==> config.mk <==
export PLATFORM = sky130hd
export DESIGN_NAME = greedy_word_wrap_layout_flat
export DESIGN_NICKNAME = d
export VERILOG_FILES = /design/src/rtl/core/glw_pkg.sv /design/src/rtl/core/glw_stream_if.sv /design/src/rtl/core/glw_offset_ram.sv /design/src/rtl/core/glw_out_fifo.sv /design/src/rtl/core/greedy_word_wrap_layout.sv /design/src/flat_wrapper.sv
export SDC_FILE = /design/constraint.sdc
export NUM_CORES = 1
export LEC_CHECK = 0
export ABC_AREA = 1
export BUFFER_PORTS_ARGS = -buffer_cell sky130_fd_sc_hd__buf_2
export CORE_AREA = 2 2 292 294
export CTS_CLUSTER_DIAMETER = 150
export DETAILED_ROUTE_END_ITERATION = 8
export DIE_AREA = 0 0 294 296
export PLACE_DENSITY = 0.74
export REMOVE_ABC_BUFFERS = 1
export SYNTH_ARGS = -nofsm -noshare
export SYNTH_HDL_FRONTEND = slang
export SYNTH_HIERARCHICAL = 1
export SYNTH_SLANG_ARGS = --single-unit
==> constraint.sdc <==
create_clock -name clk -period 3.6 [get_ports clk]
set_input_delay 0.54 -clock clk [delete_from_list [all_inputs] [get_ports clk]]
set_output_delay 0.54 -clock clk [all_outputs]
set_load 0.005 [all_outputs]
==> src/rtl/core/glw_pkg.sv <==
// Shared types, codes and saturation helpers for the word-wrap layout block.
package glw_pkg;

  // Character classes of an input code point; the unused code acts as a glyph.
  typedef enum logic [1:0] {
    CLS_GLYPH     = 2'd0,
    CLS_SPACE     = 2'd1,
    CLS_LINE_FEED = 2'd2
  } char_class_t;

  // Configuration register indexes.
  typedef enum logic [1:0] {
    CFG_LINE_WIDTH    = 2'd0,
    CFG_LINE_HEIGHT   = 2'd1,
    CFG_LINE_PADDING  = 2'd2,
    CFG_SPACE_ADVANCE = 2'd3
  } cfg_addr_t;

  localparam logic [15:0] LINE_WIDTH_RST = 16'hFFFF;
  localparam logic [15:0] LINE_INDEX_MAX = 16'hFFFF;
  localparam logic [23:0] U24_MAX       = 24'hFFFFFF;
  localparam logic [23:0] S24_MAX       = 24'h7FFFFF;
  localparam logic [23:0] S24_MIN       = 24'h800000;

  typedef struct packed {
    logic [1:0]         char_class;
    logic [15:0]        glyph_advance;
    logic signed [15:0] kerning_prev;
    logic               end_of_text;
  } glw_item_t;

  typedef struct packed {
    logic signed [23:0] glyph_x;
    logic [23:0]        glyph_y;
    logic [15:0]        line_number;
    logic               word_last;
    logic               word_truncated;
  } glw_result_t;

  // Clamp a 25-bit signed sum to the signed 24-bit range.
  function automatic logic signed [23:0] sat_s24(input logic signed [24:0] v);
    logic signed [23:0] r;
    if (v[24] != v[23]) begin
      r = v[24] ? S24_MIN : S24_MAX;
    end else begin
      r = v[23:0];
    end
    return r;
  endfunction

  // Clamp a 25-bit unsigned sum to the unsigned 24-bit range.
  function automatic logic [23:0] sat_u24(input logic [24:0] v);
    logic [23:0] r;
    r = v[24] ? U24_MAX : v[23:0];
    return r;
  endfunction

endpackage

==> src/rtl/core/glw_stream_if.sv <==
// Valid/ready stream interface carrying one payload per transaction.
interface glw_stream_if #(
  parameter type payload_t = logic
) ();
  logic     valid;
  logic     ready;
  payload_t payload;

  modport source (output valid, output payload, input ready);
  modport sink (input valid, input payload, output ready);
endinterface

==> src/rtl/core/glw_offset_ram.sv <==
// Glyph offset buffer of the current word: one write port, one registered read port.
module glw_offset_ram #(
  parameter int DEPTH = 32,
  parameter int AW    = 5
) (
  input  logic               clk,
  input  logic               wr_en,
  input  logic [AW-1:0]      wr_addr,
  input  logic signed [23:0] wr_data,
  input  logic               rd_en,
  input  logic [AW-1:0]      rd_addr,
  output logic signed [23:0] rd_data
);
  logic signed [23:0] mem [DEPTH];
  logic signed [23:0] rd_data_r;

  always_ff @(posedge clk) begin
    if (wr_en) begin
      mem[wr_addr] <= wr_data;
    end
  end

  always_ff @(posedge clk) begin
    if (rd_en) begin
      rd_data_r <= mem[rd_addr];
    end
  end

  assign rd_data = rd_data_r;
endmodule

==> src/rtl/core/glw_out_fifo.sv <==
// Two-entry result queue that decouples glyph emission from the result channel.
module glw_out_fifo (
  input  logic                clk,
  input  logic                rst_n,
  input  logic                push,
  input  glw_pkg::glw_result_t push_data,
  output logic [1:0]          count,
  glw_stream_if.source        out_ch
);
  import glw_pkg::*;

  glw_result_t ent_r [2];
  logic        wr_ptr_r, wr_ptr_nxt;
  logic        rd_ptr_r, rd_ptr_nxt;
  logic [1:0]  cnt_r, cnt_nxt;
  logic        pop;

  assign pop            = out_ch.valid && out_ch.ready;
  assign out_ch.valid   = (cnt_r != 2'd0);
  assign out_ch.payload = ent_r[rd_ptr_r];
  assign count          = cnt_r;

  always_comb begin
    wr_ptr_nxt = push ? ~wr_ptr_r : wr_ptr_r;
    rd_ptr_nxt = pop ? ~rd_ptr_r : rd_ptr_r;
    cnt_nxt    = cnt_r + {1'b0, push} - {1'b0, pop};
  end

  always_ff @(posedge clk) begin
    if (!rst_n) begin
      wr_ptr_r <= 1'b0;
      rd_ptr_r <= 1'b0;
      cnt_r    <= 2'd0;
    end else begin
      wr_ptr_r <= wr_ptr_nxt;
      rd_ptr_r <= rd_ptr_nxt;
      cnt_r    <= cnt_nxt;
    end
  end

  always_ff @(posedge clk) begin
    if (push) begin
      ent_r[wr_ptr_r] <= push_data;
    end
  end
endmodule

==> src/rtl/core/greedy_word_wrap_layout.sv <==
// Greedy word-wrap layout: a printable code point is buffered unless its word
// already holds MAX_WORD_GLYPHS glyphs. A space, line feed or end of text runs
// the wrap and place states, then the emit state if the word holds glyphs; the
// offset buffer read port emits one glyph per cycle while the 2-entry result
// queue has room. Synchronous active-low reset clears the pen, line and word
// state and loads the register reset values; the offset buffer is not cleared.
module greedy_word_wrap_layout #(
  parameter int MAX_WORD_GLYPHS = 32
) (
  input  logic               clk,
  input  logic               rst_n,
  glw_stream_if.sink         in_ch,
  glw_stream_if.source       out_ch,
  input  logic               cfg_we,
  input  glw_pkg::cfg_addr_t cfg_index,
  input  logic [15:0]        cfg_wdata
);
  import glw_pkg::*;

  localparam int CW = $clog2(MAX_WORD_GLYPHS + 1);
  localparam int AW = (MAX_WORD_GLYPHS > 1) ? $clog2(MAX_WORD_GLYPHS) : 1;

  typedef enum logic [1:0] {
    S_IDLE,
    S_WRAP,
    S_PLACE,
    S_EMIT
  } state_t;

  state_t             state_r, state_nxt;
  logic [15:0]        line_width_r, line_height_r, line_padding_r, space_adv_r;
  logic signed [23:0] pen_x_r, pen_x_nxt;
  logic [23:0]        line_y_r, line_y_nxt;
  logic [15:0]        line_idx_r, line_idx_nxt;
  logic [CW-1:0]      cnt_r, cnt_nxt;
  logic signed [23:0] word_pen_r, word_pen_nxt;
  logic               ovf_r, ovf_nxt;
  logic               lf_r, lf_nxt;
  logic               eot_r, eot_nxt;

  // Placement of the word being emitted.
  logic signed [23:0] emit_x_r, emit_x_nxt;
  logic [23:0]        emit_y_r, emit_y_nxt;
  logic [15:0]        emit_line_r, emit_line_nxt;
  logic               emit_trunc_r, emit_trunc_nxt;
  logic [CW-1:0]      emit_cnt_r, emit_cnt_nxt;
  logic [CW-1:0]      emit_idx_r, emit_idx_nxt;
  logic               pend_r, pend_nxt;
  logic               pend_last_r, pend_last_nxt;

  glw_item_t          item;
  logic               is_break;
  logic signed [23:0] wp_kern;
  logic signed [24:0] reach;
  logic               wrap;
  logic               ram_we;
  logic               rd_en;
  logic               issue_last;
  logic signed [23:0] rd_data;
  logic [1:0]         fifo_cnt;
  logic [2:0]         occupancy;
  glw_result_t        res;

  assign item        = in_ch.payload;
  assign in_ch.ready = (state_r == S_IDLE);
  assign is_break    = (item.char_class == CLS_SPACE) || (item.char_class == CLS_LINE_FEED);

  // Kerning joins glyphs inside a word only, never before its first glyph.
  assign wp_kern = ((cnt_r == '0) && !ovf_r) ? word_pen_r
                 : sat_s24({word_pen_r[23], word_pen_r} + 25'(item.kerning_prev));
  assign reach   = {pen_x_r[23], pen_x_r} + {word_pen_r[23], word_pen_r};
  assign wrap    = reach > $signed({9'd0, line_width_r});

  // Queue entries plus a read in flight must leave room for the next read.
  assign occupancy  = {1'b0, fifo_cnt} + {2'b00, pend_r}
                    - {2'b00, (out_ch.valid && out_ch.ready)};
  assign issue_last = (emit_idx_r == emit_cnt_r - CW'(1));

  always_comb begin
    state_nxt      = state_r;
    pen_x_nxt      = pen_x_r;
    line_y_nxt     = line_y_r;
    line_idx_nxt   = line_idx_r;
    cnt_nxt        = cnt_r;
    word_pen_nxt   = word_pen_r;
    ovf_nxt        = ovf_r;
    lf_nxt         = lf_r;
    eot_nxt        = eot_r;
    emit_x_nxt     = emit_x_r;
    emit_y_nxt     = emit_y_r;
    emit_line_nxt  = emit_line_r;
    emit_trunc_nxt = emit_trunc_r;
    emit_cnt_nxt   = emit_cnt_r;
    emit_idx_nxt   = emit_idx_r;
    pend_nxt       = 1'b0;
    pend_last_nxt  = pend_last_r;
    ram_we         = 1'b0;
    rd_en          = 1'b0;

    unique case (state_r)
      S_IDLE: begin
        if (in_ch.valid) begin
          lf_nxt  = (item.char_class == CLS_LINE_FEED);
          eot_nxt = item.end_of_text;
          if (is_break) begin
            state_nxt = S_WRAP;
          end else begin
            if (cnt_r < CW'(MAX_WORD_GLYPHS)) begin
              ram_we  = 1'b1;
              cnt_nxt = cnt_r + CW'(1);
            end else begin
              ovf_nxt = 1'b1;
            end
            word_pen_nxt = sat_s24({wp_kern[23], wp_kern} + {9'd0, item.glyph_advance});
            if (item.end_of_text) begin
              state_nxt = S_WRAP;
            end
          end
        end
      end

      S_WRAP: begin
        // The word's start pen is latched, then the pen moves past the word.
        if (wrap) begin
          line_y_nxt   = sat_u24({1'b0, line_y_r} + {9'd0, line_height_r});
          line_idx_nxt = (line_idx_r != LINE_INDEX_MAX) ? line_idx_r + 16'd1 : line_idx_r;
          emit_x_nxt   = '0;
          pen_x_nxt    = word_pen_r;
        end else begin
          emit_x_nxt   = pen_x_r;
          pen_x_nxt    = sat_s24(reach);
        end
        state_nxt = S_PLACE;
      end

      S_PLACE: begin
        emit_y_nxt     = sat_u24({1'b0, line_y_r} + {9'd0, line_padding_r});
        emit_line_nxt  = line_idx_r;
        emit_trunc_nxt = ovf_r;
        emit_cnt_nxt   = cnt_r;
        emit_idx_nxt   = '0;
        cnt_nxt        = '0;
        word_pen_nxt   = '0;
        ovf_nxt        = 1'b0;
        pen_x_nxt      = sat_s24({pen_x_r[23], pen_x_r} + {9'd0, space_adv_r});
        if (lf_r) begin
          line_y_nxt   = sat_u24({1'b0, line_y_r} + {9'd0, line_height_r});
          line_idx_nxt = (line_idx_r != LINE_INDEX_MAX) ? line_idx_r + 16'd1 : line_idx_r;
          pen_x_nxt    = '0;
        end
        if (eot_r) begin
          line_y_nxt   = '0;
          line_idx_nxt = '0;
          pen_x_nxt    = '0;
        end
        state_nxt = (cnt_r != '0) ? S_EMIT : S_IDLE;
      end

      S_EMIT: begin
        if (occupancy < 3'd2) begin
          rd_en         = 1'b1;
          pend_nxt      = 1'b1;
          pend_last_nxt = issue_last;
          emit_idx_nxt  = emit_idx_r + CW'(1);
          if (issue_last) begin
            state_nxt = S_IDLE;
          end
        end
      end

      default: state_nxt = S_IDLE;
    endcase
  end

  always_ff @(posedge clk) begin
    if (!rst_n) begin
      state_r        <= S_IDLE;
      line_width_r   <= LINE_WIDTH_RST;
      line_height_r  <= '0;
      line_padding_r <= '0;
      space_adv_r    <= '0;
      pen_x_r        <= '0;
      line_y_r       <= '0;
      line_idx_r     <= '0;
      cnt_r          <= '0;
      word_pen_r     <= '0;
      ovf_r          <= 1'b0;
      lf_r           <= 1'b0;
      eot_r          <= 1'b0;
      pend_r         <= 1'b0;
    end else begin
      state_r    <= state_nxt;
      pen_x_r    <= pen_x_nxt;
      line_y_r   <= line_y_nxt;
      line_idx_r <= line_idx_nxt;
      cnt_r      <= cnt_nxt;
      word_pen_r <= word_pen_nxt;
      ovf_r      <= ovf_nxt;
      lf_r       <= lf_nxt;
      eot_r      <= eot_nxt;
      pend_r     <= pend_nxt;
      if (cfg_we) begin
        unique case (cfg_index)
          CFG_LINE_WIDTH:    line_width_r   <= cfg_wdata;
          CFG_LINE_HEIGHT:   line_height_r  <= cfg_wdata;
          CFG_LINE_PADDING:  line_padding_r <= cfg_wdata;
          CFG_SPACE_ADVANCE: space_adv_r    <= cfg_wdata;
          default: ;
        endcase
      end
    end
  end

  always_ff @(posedge clk) begin
    emit_x_r     <= emit_x_nxt;
    emit_y_r     <= emit_y_nxt;
    emit_line_r  <= emit_line_nxt;
    emit_trunc_r <= emit_trunc_nxt;
    emit_cnt_r   <= emit_cnt_nxt;
    emit_idx_r   <= emit_idx_nxt;
    pend_last_r  <= pend_last_nxt;
  end

  glw_offset_ram #(
    .DEPTH (MAX_WORD_GLYPHS),
    .AW    (AW)
  ) u_offset_ram (
    .clk     (clk),
    .wr_en   (ram_we),
    .wr_addr (cnt_r[AW-1:0]),
    .wr_data (wp_kern),
    .rd_en   (rd_en),
    .rd_addr (emit_idx_r[AW-1:0]),
    .rd_data (rd_data)
  );

  always_comb begin
    res.glyph_x        = sat_s24({emit_x_r[23], emit_x_r} + {rd_data[23], rd_data});
    res.glyph_y        = emit_y_r;
    res.line_number    = emit_line_r;
    res.word_last      = pend_last_r;
    res.word_truncated = emit_trunc_r;
  end

  glw_out_fifo u_out_fifo (
    .clk       (clk),
    .rst_n     (rst_n),
    .push      (pend_r),
    .push_data (res),
    .count     (fifo_cnt),
    .out_ch    (out_ch)
  );
endmodule
==> src/flat_wrapper.sv <==
// flat-port wrapper written by rule: the top's interface ports become plain ports
module greedy_word_wrap_layout_flat import glw_pkg::*;
#(
  parameter int MAX_WORD_GLYPHS = 32
)
  (clk, rst_n, cfg_we, cfg_index, cfg_wdata, in_ch_valid, in_ch_payload, in_ch_ready, out_ch_valid, out_ch_payload, out_ch_ready);
  glw_stream_if in_ch_i ();
  glw_stream_if out_ch_i ();
  input  logic clk;
  input  logic rst_n;
  input  logic cfg_we;
  input  glw_pkg::cfg_addr_t cfg_index;
  input  logic [15:0] cfg_wdata;
  input wire logic [$bits(in_ch_i.valid)-1:0] in_ch_valid;
  input wire logic [$bits(in_ch_i.payload)-1:0] in_ch_payload;
  output wire logic [$bits(in_ch_i.ready)-1:0] in_ch_ready;
  output wire logic [$bits(out_ch_i.valid)-1:0] out_ch_valid;
  output wire logic [$bits(out_ch_i.payload)-1:0] out_ch_payload;
  input wire logic [$bits(out_ch_i.ready)-1:0] out_ch_ready;
  assign in_ch_i.valid = in_ch_valid;
  assign in_ch_i.payload = in_ch_payload;
  assign in_ch_ready = in_ch_i.ready;
  assign out_ch_valid = out_ch_i.valid;
  assign out_ch_payload = out_ch_i.payload;
  assign out_ch_i.ready = out_ch_ready;
  greedy_word_wrap_layout #(.MAX_WORD_GLYPHS(MAX_WORD_GLYPHS)) u_core (.clk(clk), .rst_n(rst_n), .in_ch(in_ch_i), .out_ch(out_ch_i), .cfg_we(cfg_we), .cfg_index(cfg_index), .cfg_wdata(cfg_wdata));
endmodule
# Word level (Yosys, flattened, before mapping)
# Memory sizes are Yosys's and may differ from the RTL's. A register that Yosys moved wholly into a read port is not among the register bits.
# Index checks and enable logic that the tools add are counted.
# Widths: inputs -> output; s select.
[totals]
regBits = 245
mem_bits_rw = 132
input_bits = 24
output_inout_bits = 3
word_cells = 116
memories = 1
[mem_list]
columns = ["name", "words", "width", "rd", "rd_ports_with_merged_regs", "write_ports", "line", "rtl"]
rows = [
  ["u_core.u_out_fifo.ent_r", 2, 66, 1, 1, 1, "glw_out_fifo.sv:12", "glw_result_t ent_r [2];"],
]
[op_classes]
n_addsub = 12
magnitude_cmp = 3
n_eq_ne = 19
n_mux = 35
bitwise_logic = 2
reduce_logical = 21
[ops]
columns = ["cell", "count"]
rows = [
  ["$mux 24", 9],
  ["$pmux 24 s2", 2],
  ["$add 24x16->25", 2],
  ["$mux 16", 3],
  ["$pmux 16 s2", 1],
  ["$add 24x17->25", 1],
  ["$add 24x24->25", 1],
  ["$gt 24x17->1", 1],
  ["$pmux 6 s2", 2],
  ["$mux 6", 3],
  ["$add 16x1->16 const B", 1],
  ["$ne 16x16->1 const B", 1],
  ["$reduce_and 2->1", 8],
  ["$add 6x1->6 const B", 2],
  ["$mux 2", 5],
  ["$ne 2x1->1 const B", 5],
  ["$reduce_and 3->1", 3],
  ["$eq 2x2->1 const B", 4],
  ["$mux 1", 8],
  ["$pmux 2 s4", 1],
  ["$reduce_and 4->1", 2],
  ["$reduce_bool 2->1", 4],
  ["$eq 6x6->1", 1],
  ["$lt 6x6->1 const B", 1],
  ["other kinds (15)", 21],
]

# Logic depth before layout (Yosys ltp)
[depth]
word_depth = 6
mapped_depth = 15
mapped_depth_nobuf = 15

# By module
# Netlist, hierarchy kept.
[by_module_without_submodules]
columns = ["module", "instances", "cells_per_inst", "area_each_um2", "seq_area_each_um2"]
rows = [
  ["glw_offset_ram", 1, 2665, 32000.7, 23782.8],
  ["greedy_word_wrap_layout", 1, 2013, 14381.3, 5124.9],
  ["glw_out_fifo", 1, 39, 314.1, 160.2],
]

# Worst setup path after synthesis
# Ideal clock, no wire load.
[synth_timing]
kind = "input-to-reg"
startpoint = "input port out_ch_ready"
endpoint = "register u_core.emit_idx_r[0] (enable)"
setup_ns = 0.377
arrival_ns = 3.224
required_ns = 3.223
path_slack_ns = -0.002
stages = 10
path_buffers = 0
path_cell_list = "nand2_1 > inv_1 > ha_1 > nor2_1 > fa_1 > nor3b_1 > inv_1 > nor2_1 > inv_1 > o21ai_0"
[synth_between]
elab_chain_cells = 5
[synth_lines]
columns = ["item", "line", "rtl"]
rows = [
  ["start: declaration", "flat_wrapper.sv:19", "input wire logic [$bits(out_ch_i.ready)-1:0] out_ch_ready;"],
  ["$logic_and 1x1->1", "greedy_word_wrap_layout.sv:76", "- {2'b00, (out_ch.valid && out_ch.ready)};"],
  ["$sub 3x1->3", "greedy_word_wrap_layout.sv:76", ""],
  ["$lt 3x2->1", "greedy_word_wrap_layout.sv:160", "if (occupancy < 3'd2) begin"],
  ["$ne 2x1->1 (no line)", "-", ""],
  ["$reduce_and 2->1 (no line)", "-", ""],
  ["end signal: assignment", "greedy_word_wrap_layout.sv:220", "emit_idx_r <= emit_idx_nxt;"],
  ["end: declaration", "greedy_word_wrap_layout.sv:47", "logic [CW-1:0] emit_idx_r, emit_idx_nxt;"],
]
# No other way between the ends.
# A chain may end at the register's enable or synchronous reset.

# Final worst setup path
[layout_timing]
startpoint = "register u_core.u_out_fifo.cnt_r[1] (netlist: u_core/u_out_fifo/count[1])"
endpoint = "register u_core.emit_idx_r[4] (enable)"
[layout_between]
elab_chain_cells = 6
elab_cells_between_ends = 7
classes_between = "add/sub: 2; order compare: 1; eq/ne: 1; reduce/logical: 3"
[layout_lines]
columns = ["item", "line", "rtl"]
rows = [
  ["start: declaration", "glw_out_fifo.sv:15", "logic [1:0] cnt_r, cnt_nxt;"],
  ["start signal: assignment", "glw_out_fifo.sv:37", "cnt_r <= cnt_nxt;"],
  ["branches (longest 2 deep; another with $add 2x1->3)", "-", ""],
  ["$sub 3x1->3 *", "greedy_word_wrap_layout.sv:76", ""],
  ["$lt 3x2->1 *", "greedy_word_wrap_layout.sv:160", ""],
  ["$ne 2x1->1 (no line) *", "-", ""],
  ["$reduce_and 2->1 (no line) *", "-", ""],
]
# Every way passes the cells marked *.

==> impl_metrics.ini <==
[run_status]
status = finished, final reports clean

[cts]
clk_pin_slew_worst_paths_ps = 50
cts_hold_buffers = 0
clock-root-buffer = clkbuf_16
clock-sinks = 30
cts_tree = built
post_cts_buffers = 0
cts_buffer_depth = 2
clk-insertion-delay-late_ps = 270
cts-resized-gates = 0
cts_max_level = 2
cts_buffers = 5

[pwr]
p_seq_frac = 0.376
fin_total_pwr_uw = 1240
power.share.combinational = 0.268
p_clk_frac = 0.356
switching_power_uw = 373
leakage_uw = 0.000801
netSwitchingFraction = 0.301
p_int_uw = 868
powerDensity_nw_per_um2 = 398
ir_worst_vdd_uv = 313

[global_route]
grt_max_degree = 10
antenna_found_initial = 0
grtUsageMet3 = 0.00180
busiest_layer = met2
use_met2 = 0.0106
grtUsageMet1 = 0.00717
track_usage = 0.00642
grt_pass1_vias = 1114
grt_overflow = 0
grt_first_pass_wirelength_um = 4690

[detailed_routing]
drt_iter0_drc = 41
first_pass_iters = 4
ant_nets = 0
vias = 1135
route.detailed.drc = 0
vias_per_cell = 0.881
routed_wl_um = 2510
wire_per_inst_um = 1.95

[setup_path]
path_delay_family = adder cells
crit_buf_inv = 4
max_stage_delay_ps = 430
r2r-start = u_core/u_out_fifo/count[1]$_SDFF_PN0_
critPathLaunch = u_core/u_out_fifo/count[1]$_SDFF_PN0_
crit_chain = inv_1 -> nand2_2 -> nand2_1 -> inv_1 -> ha_1 -> nor2_1 -> fa_1 -> nor3b_1 -> inv_1 -> nor2_1 -> inv_1 -> o21ai_0
setup.worst_path.end = u_core/emit_idx_r[4]$_SDFFCE_PP0P_
crit_slowest_cell = fa_1
reg2reg_slack_ps = 990
path_depth = 12
rr_endpoint = u_core/emit_idx_r[4]$_SDFFCE_PP0P_
path_max_fanout = 6
cp.required_ps = 3490
endpoint_kind = register
path_common_cell = inv_1
crit_arrival_ps = 2500
cp-start-kind = register
r2r_cells = 12
critPathKind = register to register

[synthesis]
synth_area_per_cell_um2 = 8.29
syn-instance-count = 191
synth_warnings = 6
syn_area_um2 = 1580

[floorplanning]
dieArea_um2 = 87000
ios = 27
start_util = 0.0188
die_w_um = 294
core.rowCount = 107
die_h_um = 296
core-area_um2 = 84200

[placement]
dp_hpwl_um = 1870
routabilityCongestion = 0.687
io_buffers = 7

[layout]
drive_gt1_frac = 0.101
syn_to_final_growth_pct = 97.2
nets = 233
diodes = 0

[timing]
fin_worst_skew_ps = 3.10
rsz0062_at_grt = false
tightest_slew_ps = 853
fin_setup_tns_ps = 0
slew_headroom = 0.426
min_period_ps = 2610
final-hold-violation-count = 0
clock.fmax_ghz = 0.384
min_period_over_period = 0.724
finalMaxSlewViolations = 0
final-setup-viol-count = 0

[hold_path]
hp-class = register to register

[run]
drv_cap = 0
-- sequential cells by signal, summed over array words and instances (netlist names), named ones only --
signal / cells
u_core/cnt_r: 6
u_core/emit_idx_r: 6
u_core/state_r: 2
u_core/u_out_fifo/count: 2
u_core/pend_r: 1
u_core/emit_trunc_r: 1
u_core/u_out_fifo/rd_ptr_r: 1
u_core/u_out_fifo/ent_r: 2
u_core/emit_cnt_r: 6
u_core/ovf_r: 1
u_core/u_out_fifo/wr_ptr_r: 1
-- layer usage --
| metal | up-vias | part of all wire |
|---|---|---|
| met2 | 20 | 0.48 |
| li1 | 613 | - |
| met1 | 500 | 0.47 |
| met4 | 0 | 0.014 |
| met3 | 2 | 0.036 |
| met5 | - | 0 |
-- layout make-up --
cell class                      count  area, um^2
Multi-Input combinational cell    116         662
Tap cell                         1090        1360
Fill cell                        9940       81100
Inverter                           38         143
Sequential cell                    30         751
Timing Repair Buffer                7        35.0
Clock buffer                        8         166
-- placed cells by master, fill, tap and decap left out --
cell       instances
xor2_1             6
ha_1              10
xnor2_1            4
clkbuf_8           3
o21ai_0            7
a21oi_1           10
edfxtp_1          15
clkbuf_16          5
nand3_1            7
nor3b_1            1
nand2_2            1
a211oi_1           1
and3_1             1
buf_2              7
mux2_2             1
inv_1             36
nor2_1            23
inv_2              2
nand2_1           31
nor3_1             7
o21a_1             1
dfxtp_1           15
nand4_1            2
fa_1               1
nor4_1             1
nor2_2             1
-- power groups by stage --
stage | combinational [uW] | sequential [uW] | clock [uW]
2_1_floorplan | 265 | 460 | 0
3_3_place_gp | 325 | 471 | 0
3_5_place_dp | 333 | 473 | 0
4_1_cts | 336 | 467 | 455
5_1_grt | 392 | 475 | 473
6_report | 333 | 466 | 441
-- worst min-delay path by stage --
stage,startpoint,endpoint,cells after the start
final,u_core/ovf_r$_SDFFE_PN0P_,u_core/emit_trunc_r$_DFFE_PP_,0
after global routing,u_core/ovf_r$_SDFFE_PN0P_,u_core/emit_trunc_r$_DFFE_PP_,0
after CTS,u_core/ovf_r$_SDFFE_PN0P_,u_core/emit_trunc_r$_DFFE_PP_,0
after detailed placement,u_core/ovf_r$_SDFFE_PN0P_,u_core/emit_trunc_r$_DFFE_PP_,0
after global placement,u_core/ovf_r$_SDFFE_PN0P_,u_core/emit_trunc_r$_DFFE_PP_,0
after floorplan,u_core/ovf_r$_SDFFE_PN0P_,u_core/emit_trunc_r$_DFFE_PP_,0
-- stage by stage --
stage	hold WS (ps)	cell area (um^2)	std cells	worst slack [ps]	util
2_1_floorplan	402	1560	184	1190	-
3_3_place_gp	419	2950	1281	887	0.0351
3_5_place_dp	432	2950	1281	853	0.0351
4_1_cts	439	3120	1289	962	0.0371
5_1_grt	441	3120	1289	809	0.0371
6_report	435	3120	1289	993	0.0371
Power figures use the tool's default switching activity.
